<file path="src/sv/nqe_pkg.sv">
package nqe_pkg;

    localparam int MAX_SIZE_DEF = 16;
    localparam int CFG_W        = 5;
    localparam int COL_W        = 4;
    localparam int PLACE_W      = 64;
    localparam logic [CFG_W-1:0] CFG_RESET = 5'd8;

    typedef enum logic [1:0] {
        S_IDLE,
        S_STEP,
        S_BACK,
        S_SCAN
    } t_state;

    typedef struct packed {
        logic             we;
        logic [COL_W-1:0] data;
    } t_stk_wr;

endpackage

</file>
<file path="src/sv/nqe_stack.sv">
module nqe_stack #(
    parameter int MAX_SIZE = nqe_pkg::MAX_SIZE_DEF,
    parameter int CNT_W    = $clog2(MAX_SIZE + 1),
    parameter int IDX_W    = (MAX_SIZE > 1) ? $clog2(MAX_SIZE) : 1
) (
    input  logic                        i_clk,
    input  nqe_pkg::t_stk_wr            i_wr,
    input  logic [IDX_W-1:0]            i_waddr,
    input  logic [IDX_W-1:0]            i_raddr,
    input  logic [CNT_W-1:0]            i_n,
    output logic [nqe_pkg::COL_W-1:0]   o_rdata,
    output logic [nqe_pkg::PLACE_W-1:0] o_placement
);

    logic [nqe_pkg::COL_W-1:0] r_mem [MAX_SIZE];

    always_ff @(posedge i_clk) begin
        if (i_wr.we) begin
            r_mem[i_waddr] <= i_wr.data;
        end
    end

    assign o_rdata = r_mem[i_raddr];

    // rows at or above the board size read as zero
    always_comb begin
        o_placement = '0;
        for (int r = 0; r < MAX_SIZE; r++) begin
            if (CNT_W'(r) < i_n) begin
                o_placement[nqe_pkg::COL_W*r +: nqe_pkg::COL_W] = r_mem[r];
            end
        end
    end

endmodule

</file>
<file path="src/sv/nqe_conflict.sv">
module nqe_conflict #(
    parameter int CNT_W = 5
) (
    input  logic [nqe_pkg::COL_W-1:0] i_col,
    input  logic [CNT_W-1:0]          i_cand,
    input  logic [CNT_W-1:0]          i_row,
    input  logic [CNT_W-1:0]          i_prev_row,
    output logic                      o_conflict
);

    logic [CNT_W-1:0] col_ext;
    logic [CNT_W-1:0] dc;
    logic [CNT_W-1:0] dr;

    assign col_ext = CNT_W'(i_col);
    assign dc      = (col_ext > i_cand) ? (col_ext - i_cand) : (i_cand - col_ext);
    assign dr      = i_row - i_prev_row;

    // same column, or same diagonal in either direction
    assign o_conflict = (col_ext == i_cand) || (dc == dr);

endmodule

</file>
<file path="src/sv/nqe_seq.sv">
module nqe_seq #(
    parameter int MAX_SIZE = nqe_pkg::MAX_SIZE_DEF,
    parameter int CNT_W    = $clog2(MAX_SIZE + 1),
    parameter int IDX_W    = (MAX_SIZE > 1) ? $clog2(MAX_SIZE) : 1
) (
    input  logic                        i_clk,
    input  logic                        i_rst_n,
    input  logic                        i_start,
    input  logic                        i_restart,
    input  logic [nqe_pkg::CFG_W-1:0]   i_board_size,
    input  logic [nqe_pkg::COL_W-1:0]   i_rdata,
    input  logic [nqe_pkg::PLACE_W-1:0] i_placement,
    input  logic                        i_conflict,
    output logic                        o_busy,
    output nqe_pkg::t_stk_wr            o_wr,
    output logic [IDX_W-1:0]            o_waddr,
    output logic [IDX_W-1:0]            o_raddr,
    output logic [CNT_W-1:0]            o_n,
    output logic [CNT_W-1:0]            o_cand,
    output logic [CNT_W-1:0]            o_row,
    output logic [CNT_W-1:0]            o_prev_row,
    output logic                        o_valid,
    output logic                        o_found,
    output logic [nqe_pkg::PLACE_W-1:0] o_placement
);

    nqe_pkg::t_state r_state, n_state;

    logic [CNT_W-1:0]            r_n, n_n;
    logic [CNT_W-1:0]            r_d, n_d;
    logic [CNT_W-1:0]            r_c, n_c;
    logic [CNT_W-1:0]            r_k, n_k;
    logic [CNT_W-1:0]            r_depth, n_depth;
    logic                        r_started, n_started;
    logic                        r_exhausted, n_exhausted;
    logic                        r_valid, n_valid;
    logic                        r_found, n_found;
    logic [nqe_pkg::PLACE_W-1:0] r_placement, n_placement;

    logic [CNT_W-1:0] n_sat;
    logic [CNT_W-1:0] d_sat;
    logic             accept;
    logic             fresh;

    assign o_busy = (r_state != nqe_pkg::S_IDLE);
    assign accept = i_start && !o_busy;
    assign fresh  = i_restart || !r_started;

    assign n_sat = (i_board_size > nqe_pkg::CFG_W'(MAX_SIZE)) ? CNT_W'(MAX_SIZE)
                                                             : CNT_W'(i_board_size);
    assign d_sat = (r_depth > n_sat) ? n_sat : r_depth;

    always_comb begin
        n_state = r_state;
        unique case (r_state)
            nqe_pkg::S_IDLE: begin
                if (accept) begin
                    if (fresh) begin
                        n_state = nqe_pkg::S_STEP;
                    end else if (!r_exhausted && d_sat != '0) begin
                        n_state = nqe_pkg::S_BACK;
                    end
                end
            end
            nqe_pkg::S_STEP: begin
                if (r_d >= r_n) begin
                    n_state = nqe_pkg::S_IDLE;
                end else if (r_c >= r_n) begin
                    n_state = (r_d == '0) ? nqe_pkg::S_IDLE : nqe_pkg::S_BACK;
                end else begin
                    n_state = nqe_pkg::S_SCAN;
                end
            end
            nqe_pkg::S_BACK: begin
                n_state = nqe_pkg::S_STEP;
            end
            nqe_pkg::S_SCAN: begin
                if (r_k == r_d || i_conflict) begin
                    n_state = nqe_pkg::S_STEP;
                end
            end
            default: n_state = nqe_pkg::S_IDLE;
        endcase
    end

    always_comb begin
        n_n         = r_n;
        n_d         = r_d;
        n_c         = r_c;
        n_k         = r_k;
        n_depth     = r_depth;
        n_started   = r_started;
        n_exhausted = r_exhausted;
        n_valid     = 1'b0;
        n_found     = r_found;
        n_placement = r_placement;
        o_wr.we     = 1'b0;
        o_wr.data   = nqe_pkg::COL_W'(r_c);
        unique case (r_state)
            nqe_pkg::S_IDLE: begin
                if (accept) begin
                    n_n = n_sat;
                    if (fresh) begin
                        n_started   = 1'b1;
                        n_exhausted = 1'b0;
                        n_d         = '0;
                        n_c         = '0;
                    end else if (r_exhausted) begin
                        n_valid     = 1'b1;
                        n_found     = 1'b0;
                        n_placement = '0;
                    end else if (d_sat == '0) begin
                        n_exhausted = 1'b1;
                        n_valid     = 1'b1;
                        n_found     = 1'b0;
                        n_placement = '0;
                    end else begin
                        n_d = d_sat - CNT_W'(1);
                    end
                end
            end
            nqe_pkg::S_STEP: begin
                if (r_d >= r_n) begin
                    n_depth     = r_d;
                    n_valid     = 1'b1;
                    n_found     = 1'b1;
                    n_placement = i_placement;
                end else if (r_c >= r_n) begin
                    if (r_d == '0) begin
                        n_exhausted = 1'b1;
                        n_depth     = '0;
                        n_valid     = 1'b1;
                        n_found     = 1'b0;
                        n_placement = '0;
                    end else begin
                        n_d = r_d - CNT_W'(1);
                    end
                end else begin
                    n_k = '0;
                end
            end
            nqe_pkg::S_BACK: begin
                // resume one column past the saved one
                n_c = CNT_W'(i_rdata) + CNT_W'(1);
            end
            nqe_pkg::S_SCAN: begin
                if (r_k == r_d) begin
                    o_wr.we = 1'b1;
                    n_d     = r_d + CNT_W'(1);
                    n_c     = '0;
                end else if (i_conflict) begin
                    n_c = r_c + CNT_W'(1);
                end else begin
                    n_k = r_k + CNT_W'(1);
                end
            end
            default: ;
        endcase
    end

    assign o_waddr    = r_d[IDX_W-1:0];
    assign o_raddr    = (r_state == nqe_pkg::S_BACK) ? r_d[IDX_W-1:0] : r_k[IDX_W-1:0];
    assign o_n        = r_n;
    assign o_cand     = r_c;
    assign o_row      = r_d;
    assign o_prev_row = r_k;

    always_ff @(posedge i_clk) begin
        if (!i_rst_n) begin
            r_state     <= nqe_pkg::S_IDLE;
            r_depth     <= '0;
            r_started   <= 1'b0;
            r_exhausted <= 1'b0;
            r_valid     <= 1'b0;
        end else begin
            r_state     <= n_state;
            r_depth     <= n_depth;
            r_started   <= n_started;
            r_exhausted <= n_exhausted;
            r_valid     <= n_valid;
        end
    end

    always_ff @(posedge i_clk) begin
        r_n         <= n_n;
        r_d         <= n_d;
        r_c         <= n_c;
        r_k         <= n_k;
        r_found     <= n_found;
        r_placement <= n_placement;
    end

    assign o_valid     = r_valid;
    assign o_found     = r_found;
    assign o_placement = r_placement;

endmodule

</file>
<file path="src/sv/n_queens_solution_enumerator.sv">
// N-queens solution enumerator.
// Set the board size with i_cfg_we / i_cfg_data (range 1..MAX_SIZE, larger values
// saturate) while the block is idle. Issue a request by raising start while busy is
// low; i_restart = 1 begins a new search, 0 continues after the last solution.
// Each request yields one transaction: o_valid is high for exactly one cycle with
// o_found and o_placement (4-bit column per row, row r in bits 4r+3..4r).
// The search runs on one shared conflict comparator under a small sequencer. Each
// candidate square passes a step state and is compared against each placed row in
// turn; a candidate with no conflict is then placed. Each backtrack passes a back
// state, which reads the saved column, and then a step state. The time to a result
// is therefore data dependent. busy stays high until the result is produced; the
// result is registered and appears in the cycle after the final decision.
// A new request may be issued in the same cycle the result is shown.
// Reset returns the board size to 8 and forgets any search in progress, so the next
// request starts from an empty board. The receiver cannot stall the block.
module n_queens_solution_enumerator #(
    parameter int MAX_SIZE = nqe_pkg::MAX_SIZE_DEF
) (
    input  logic                        i_clk,
    input  logic                        i_rst_n,
    input  logic                        start,
    output logic                        busy,
    input  logic                        i_restart,
    input  logic                        i_cfg_we,
    input  logic [nqe_pkg::CFG_W-1:0]   i_cfg_data,
    output logic                        o_valid,
    output logic                        o_found,
    output logic [nqe_pkg::PLACE_W-1:0] o_placement
);

    localparam int CNT_W = $clog2(MAX_SIZE + 1);
    localparam int IDX_W = (MAX_SIZE > 1) ? $clog2(MAX_SIZE) : 1;

    logic [nqe_pkg::CFG_W-1:0]   r_board_size;
    nqe_pkg::t_stk_wr            stk_wr;
    logic [IDX_W-1:0]            stk_waddr;
    logic [IDX_W-1:0]            stk_raddr;
    logic [CNT_W-1:0]            size_n;
    logic [nqe_pkg::COL_W-1:0]   stk_rdata;
    logic [nqe_pkg::PLACE_W-1:0] stk_placement;
    logic [CNT_W-1:0]            cand;
    logic [CNT_W-1:0]            row;
    logic [CNT_W-1:0]            prev_row;
    logic                        conflict;

    always_ff @(posedge i_clk) begin
        if (!i_rst_n) begin
            r_board_size <= nqe_pkg::CFG_RESET;
        end else if (i_cfg_we) begin
            r_board_size <= i_cfg_data;
        end
    end

    nqe_seq #(
        .MAX_SIZE (MAX_SIZE),
        .CNT_W    (CNT_W),
        .IDX_W    (IDX_W)
    ) u_seq (
        .i_clk        (i_clk),
        .i_rst_n      (i_rst_n),
        .i_start      (start),
        .i_restart    (i_restart),
        .i_board_size (r_board_size),
        .i_rdata      (stk_rdata),
        .i_placement  (stk_placement),
        .i_conflict   (conflict),
        .o_busy       (busy),
        .o_wr         (stk_wr),
        .o_waddr      (stk_waddr),
        .o_raddr      (stk_raddr),
        .o_n          (size_n),
        .o_cand       (cand),
        .o_row        (row),
        .o_prev_row   (prev_row),
        .o_valid      (o_valid),
        .o_found      (o_found),
        .o_placement  (o_placement)
    );

    nqe_stack #(
        .MAX_SIZE (MAX_SIZE),
        .CNT_W    (CNT_W),
        .IDX_W    (IDX_W)
    ) u_stack (
        .i_clk       (i_clk),
        .i_wr        (stk_wr),
        .i_waddr     (stk_waddr),
        .i_raddr     (stk_raddr),
        .i_n         (size_n),
        .o_rdata     (stk_rdata),
        .o_placement (stk_placement)
    );

    nqe_conflict #(
        .CNT_W (CNT_W)
    ) u_conflict (
        .i_col      (stk_rdata),
        .i_cand     (cand),
        .i_row      (row),
        .i_prev_row (prev_row),
        .o_conflict (conflict)
    );

endmodule
</file>
<file path="config.mk">
export PLATFORM = sky130hd
export DESIGN_NAME = n_queens_solution_enumerator
export DESIGN_NICKNAME = d
export VERILOG_FILES = /design/src/sv/nqe_pkg.sv /design/src/sv/nqe_stack.sv /design/src/sv/nqe_conflict.sv /design/src/sv/nqe_seq.sv /design/src/sv/n_queens_solution_enumerator.sv
export SDC_FILE = /design/constraint.sdc
export NUM_CORES = 1
export LEC_CHECK = 0
export BUFFER_PORTS_ARGS = -buffer_cell sky130_fd_sc_hd__buf_2
export CORE_ASPECT_RATIO = 1.75
export CORE_MARGIN = 2
export CORE_UTILIZATION = 40
export CTS_BUF_LIST = sky130_fd_sc_hd__clkbuf_8 sky130_fd_sc_hd__clkbuf_16
export CTS_CLUSTER_SIZE = 28
export DETAILED_ROUTE_END_ITERATION = 7
export HOLD_SLACK_MARGIN = 0.05
export PLACE_DENSITY_LB_ADDON = 0.3
export SYNTH_ARGS = -nofsm -noshare
export SYNTH_HDL_FRONTEND = slang
export SYNTH_SLANG_ARGS = --single-unit
</file>
<file path="constraint.sdc">
create_clock -name i_clk -period 10.9 [get_ports i_clk]
set_input_delay 1.635 -clock i_clk [delete_from_list [all_inputs] [get_ports i_clk]]
set_output_delay 1.635 -clock i_clk [all_outputs]
set_load 0.005 [all_outputs]
</file>
---- Yosys cells after proc, flatten, opt, wreduce, memory -nomap -nowiden ----
Memory sizes are Yosys's and may differ from the RTL's.
Index checks and enable logic that the tools add are counted.
operators by class
  add/sub/neg operators ................... 9
  $lt $le $gt $ge ......................... 21
  eq/ne operators ......................... 25
  multiplexer cells ....................... 83
  reduce and logical (&&, ||, !) cells .... 28
operator list
  kind                                                                          number
  64-bit two-way mux                                                            7
  64-bit one-hot mux with 2 select lines                                        1
  5-bit two-way mux                                                             22
  4-bit two-way mux                                                             17
  4-bit by 5-bit less-than comparator with 1-bit output (first input constant)  8
  5-bit one-hot mux with 3 select lines                                         2
  1-bit two-way mux                                                             22
  3-bit by 5-bit less-than comparator with 1-bit output (first input constant)  4
  5-bit by 1-bit adder with 5-bit output (second input constant)                3
  3-bit by 1-bit inequality test with 1-bit output (second input constant)      5
  2-bit two-way mux                                                             7
  2-bit by 1-bit inequality test with 1-bit output (second input constant)      6
  2-bit inequality test (second input constant)                                 6
  5-bit equality test                                                           2
  5-bit greater-or-equal comparator                                             2
  5-bit zero test                                                               2
  1-bit by 5-bit less-than comparator with 1-bit output (first input constant)  2
  2-bit by 5-bit less-than comparator with 1-bit output (first input constant)  2
  5-bit one-hot mux with 2 select lines                                         1
  5-bit AND reduction                                                           2
  2-bit nonzero test                                                            5
  5-bit by 1-bit subtractor with 5-bit output (second input constant)           2
  3-bit AND reduction                                                           3
  2-bit one-hot mux with 4 select lines                                         1
  other kinds (23)                                                              32
word-level totals
  register bits ........................... 100
  memory bits (writable) .................. 64
  memories ................................ 1
memory list
  memory         words  width  rd ports  clocked after memory_dff  wr ports  line             source
  u_stack.r_mem  16     4      17        0                         1         nqe_stack.sv:15  logic [nqe_pkg::COL_W-1:0] r_mem [MAX_SIZE];

---- Logic depth before layout (Yosys ltp) ----
  depth in word-level cells ............... 10
  gate-level depth with buffers ........... 18
  mapped depth without buffers ............ 16

---- Cells and area by module ----
A second synthesis with hierarchy kept.
second synthesis, totals
  cell total of the unflattened synthesis .. 675
  area, all modules ....................... 8486.9 um2
modules (own cells, without submodules)
  module                        instances  cells an instance  area each (um2)  seq. area each (um2)
  nqe_seq                       1          370                4628.2           2752.6
  nqe_stack                     1          214                3084.2           1921.8
  nqe_conflict                  1          75                 584.3            0.0
  n_queens_solution_enumerator  1          16                 190.2            100.1

---- Least setup slack after synthesis ----
OpenSTA, ideal clock, no wires.
  path type ............................... reg-to-reg
  start ................................... register r_board_size[4] (netlist name)
  end ..................................... register u_seq.r_found (netlist: u_seq.o_found), enable pin
  library setup time ...................... 488 ps
  data arrival time ....................... 5442 ps
  setup slack ............................. 4970 ps
  cell stages (with the launch flop) ...... 14
  buffers on the path ..................... 1
  period minus slack after synthesis ...... 5930 ps
  cells stage by stage .................... dfxtp_1 > nor2b_1 > inv_1 > ha_1 > a21o_1 > a21o_1 > a221oi_1 > nand2b_1 > buf_2 > mux2i_1 > ha_1 > o21a_1 > nor3_1 > nor2_1
on the way
  longest elaborated chain between the ends .. 7
ends and longest elaborated chain
  item                                                                 line                                source
  start: declaration                                                   n_queens_solution_enumerator.sv:34  logic [nqe_pkg::CFG_W-1:0] r_board_size;
  start signal: assignment                                             n_queens_solution_enumerator.sv:48  r_board_size <= nqe_pkg::CFG_RESET;
  start signal: assignment                                             n_queens_solution_enumerator.sv:50  r_board_size <= i_cfg_data;
  5-bit > comparator *                                                 nqe_seq.sv:49                       assign n_sat = (i_board_size > nqe_pkg::CFG_W'(MAX_SIZE)) ? CNT_W'(MAX_SIZE)
  5-bit two-way mux *                                                  nqe_seq.sv:49
  via u_seq.n_sat[2]                                                   nqe_seq.sv:40                       logic [CNT_W-1:0] n_sat;
  5-bit > comparator                                                   nqe_seq.sv:51                       assign d_sat = (r_depth > n_sat) ? n_sat : r_depth;
  5-bit two-way mux *                                                  nqe_seq.sv:51
  5-bit zero test *                                                    nqe_seq.sv:112                      end else if (d_sat == '0) begin
  3-bit by 1-bit inequality test with 1-bit output (no source line) *  --
  6-bit AND reduction (no source line) *                               --
  end signal: assignment                                               nqe_seq.sv:189                      r_found <= n_found;
  end: declaration                                                     nqe_seq.sv:37                       logic r_found, n_found;
The timed path passes the listed nets; every way through them passes the cells marked *.
A chain may end at the register's enable or synchronous reset.

---- Worst setup path in the final report ----
  start ................................... register u_seq.r_state[1]
  end ..................................... register u_seq.r_c[1] (netlist: u_seq.o_cand[1]), enable pin
on the way
  longest elaborated chain between the ends .. 9
ends and longest elaborated chain
  item                                                                       line                           source
  start: declaration                                                         nqe_seq.sv:27                  nqe_pkg::t_state r_state, n_state;
  start signal: assignment                                                   nqe_seq.sv:170                 r_state <= nqe_pkg::S_IDLE;
  start signal: assignment                                                   nqe_seq.sv:176                 r_state <= n_state;
  2-bit equality test                                                        nqe_seq.sv:99, nqe_seq.sv:162
  4-bit two-way mux                                                          nqe_seq.sv:162                 assign o_raddr = (r_state == nqe_pkg::S_BACK) ? r_d[IDX_W-1:0] : r_k[IDX_W-1:0];
  memory 16 x 4 bit                                                          --
  5-bit by 4-bit subtractor with 5-bit output, or another cell as far along  nqe_conflict.sv:16             assign dc = (col_ext > i_cand) ? (col_ext - i_cand) : (i_cand - col_ext);
  5-bit two-way mux                                                          nqe_conflict.sv:16
  5-bit equality test                                                        nqe_conflict.sv:20             assign o_conflict = (col_ext == i_cand) || (dc == dr);
  1-bit logical OR                                                           nqe_conflict.sv:20
  3-bit by 1-bit inequality test with 1-bit output (no source line)          --
  4-bit AND reduction (no source line) *                                     --
  end signal: assignment                                                     nqe_seq.sv:187                 r_c <= n_c;
  end: declaration                                                           nqe_seq.sv:31                  logic [CNT_W-1:0] r_c, n_c;
Mark *: on every way between the ends. The rest lies on a longest branch, timed or not.

==> impl_metrics.toml <==
[finish]
drive_gt1_frac = 0.183
fin_nets = 751
seq_area_sq_um = 4770
n_antenna_cell = 0
fill_cells = 1742
area.growth.synth_to_final_pct = 14.7
multi_input_area_sq_um = 3010
design_area_sq_um = 9170

[route]
routed_via_density = 5.68
vias = 5455
drtIter0Drc = 446
dr.pass1.iters = 5
detail-route-antenna-nets = 0
routedWlPerCell_um = 20.7
drc = 0
routed_wl_mm = 19.9

[yosys]
synth_flop_cell = "edfxtp_1"
synthCells = 626
synth_top_area_cell = "edfxtp_1"
yosysMostFrequentCell = "edfxtp_1"
netlist_top_cells_count = "edfxtp_1, nor2_1, and2_1, ha_1, nand2_1"
synthesis.area_sq_um = 7990
syn_nets = 674
ys_types = 58
async_reset_ff_frac = 0
yosysWarnings = 0
synth-seq-area-share = 0.598
syn_area_per_cell_sq_um = 12.8
synth_seq_cells = 164
yosys.area.top_type_share = 0.560
synth_edf_count = 149
synthTopCellsByArea = "edfxtp_1, ha_1, dfxtp_1"

[placed_design]
io_buffers = 76
place.gp.congestion = 0.919
dpl.hpwl_mm = 14.9
dp_slack_ns = 5.47
dpl_cell_area_sq_um = 8600

[clocking]
cts_setup_buffers = 0
cts_resized = 0
cts_root_buffer = "clkbuf_16"
cts.clk_slew.worst_paths_ns = 0.07
cts.sinks = 164
cts_hold_buf = 0
insertion_delay_ns = 0.43
cts_tree = "done"
cts_buffer_depth = 2
numCtsBuffers = 17
htreeDepth = 4

[global_route]
grt_pass1_wl_mm = 30.9
grt_pass1_vias = 5597
antenna_found_initial = 0
grt_max_degree = 66
grt.overflow.total = 0
gr-usage-all-layers = 0.192

[job]
maxCapViolCount = 0

[critical_path]
required_ns = 11.02
crit_type = "reg2reg"
cp-start-kind = "flop"
worst_setup_path_end_kind = "flop"
crit_arrival_ns = 5.52
cp_max_fo = 12

[power]
power_mw = 2.44
power.leakage_nw = 3.56
power_density_nw_per_um2 = 267
ir_drop_uv = 127

[sta]
hold_viol = 0
slew_headroom = 0.392
fin_ws_ns = 5.50
fmax_ghz = 0.185
post-route-min-period_ns = 5.40
slew_violations = 0
setup_viol = 0
post-route-period-util = 0.495
rsz0062_at_grt = "no"
tightest_slew_ns = 0.910
clock_skew_ns = 0.00609
tns_ns = 0

[floorplanning]
design.core.area_sq_um = 19700
dieArea_sq_um = 21200
placement_rows = 68
die_w_um = 111
die_h_um = 191
start_util = 0.406
top_level_ports = 77

[min_path]
hold_path.class = "reg2reg"

[run_status]
status = "finished clean"
[flip-flops by register name, summed over array words and instances (netlist names)]
register / cells
u_seq.r_state: 2
u_seq.r_exhausted: 1
u_stack.r_mem: 64
u_seq.o_found: 1
u_seq.o_n: 5
r_board_size: 5
u_seq.r_depth: 5
u_seq.o_prev_row: 5
u_seq.o_valid: 1
u_seq.r_started: 1
u_seq.o_placement: 64
u_seq.o_cand: 5
u_seq.o_row: 5
[cells in the final DEF, fill, tap and decap left out, drive strengths merged, types with 5 or more instances in the layout]
| cell | instances |
|---|---|
| a21oi | 27 |
| buf | 78 |
| ha | 34 |
| edfxtp | 149 |
| o21a | 5 |
| nand3 | 12 |
| nor2b | 14 |
| clkbuf | 17 |
| and3 | 24 |
| xor2 | 7 |
| o21ai | 19 |
| clkinv | 7 |
| a22oi | 12 |
| xnor2 | 16 |
| nand2b | 11 |
| dfxtp | 15 |
| a21o | 9 |
| mux2i | 14 |
| inv | 34 |
| mux4 | 12 |
| o31ai | 5 |
| and2 | 46 |
| nor2 | 51 |
| nand2 | 33 |
| nor3 | 8 |
[worst max-delay path, cell delays in order, from the launching register on]
cell	delay, ns
dfxtp_1	0.55
nor2b_1	0.67
mux2i_4	0.51
nand2_1	0.10
a32o_1	0.26
o311ai_1	0.74
ha_1	0.40
nor2b_1	0.14
o21a_1	0.19
o21ai_1	0.35
a31oi_1	0.17
and3_1	0.19
nor4b_1	0.29
a31o_2	0.25
and2_1	0.26
[per-layer routing]
| metal | global-route usage | vias to the layer above | part of all wire |
|---|---|---|---|
| met2 | 0.362 | 237 | 0.54 |
| met1 | 0.192 | 2668 | 0.35 |
| met4 | 0.123 | 0 | 0.067 |
| li1 | - | 2469 | - |
| met5 | 0 | - | 0 |
| met3 | 0.0352 | 81 | 0.050 |
[through the flow]
step,util,hold slack [ns],std cells
2_1_floorplan,-,0.452,626
3_3_place_gp,0.438,0.469,929
3_5_place_dp,0.438,0.473,929
4_1_cts,0.466,0.491,961
5_1_grt,0.466,0.519,961
6_report,0.466,0.490,961
[kinds of logic after synthesis]
kind of cell,after synthesis,share of synthesized area
DFF,164,0.598
xor gates and xnor gates,23,0.0252
muxes,30,0.0591
buffers and inverters,51,0.0262
and+or+nand+nor,213,0.139
AOI/OAI and AO/OA,107,0.0899
adders and majority gates,38,0.0633
[path summary, 6_finish.rpt]
path / from / endpoint / slack [ns] / cells past startpoint
hold / removal: u_seq.r_started / u_seq.r_started / 0.49 / 1
setup reg to reg: u_seq.r_state[1] / u_seq.o_cand[1] / 5.50 / 14
setup / recovery: u_seq.r_state[1] / u_seq.o_cand[1] / 5.50 / 14
hold reg to reg: u_seq.r_started / u_seq.r_started / 0.49 / 1
[power breakdown]
part / leakage [nW] / total, mW / switching [mW] / internal (mW)
logic: 1.77 / 0.932 / 0.538 / 0.394
clock network: 0.264 / 0.568 / 0.253 / 0.315
registers: 1.52 / 0.944 / 0.119 / 0.825
[layout make-up]
cell class	instances	area share
Timing Repair Buffer	78	0.0431
Clock buffer	17	0.0464
Inverter	31	0.0127
Sequential cell	164	0.521
Clock inverter	15	0.0147
Tap cell	245	0.0334
Multi-Input combinational cell	411	0.329
No activity file was read; power rests on OpenSTA's default activity.
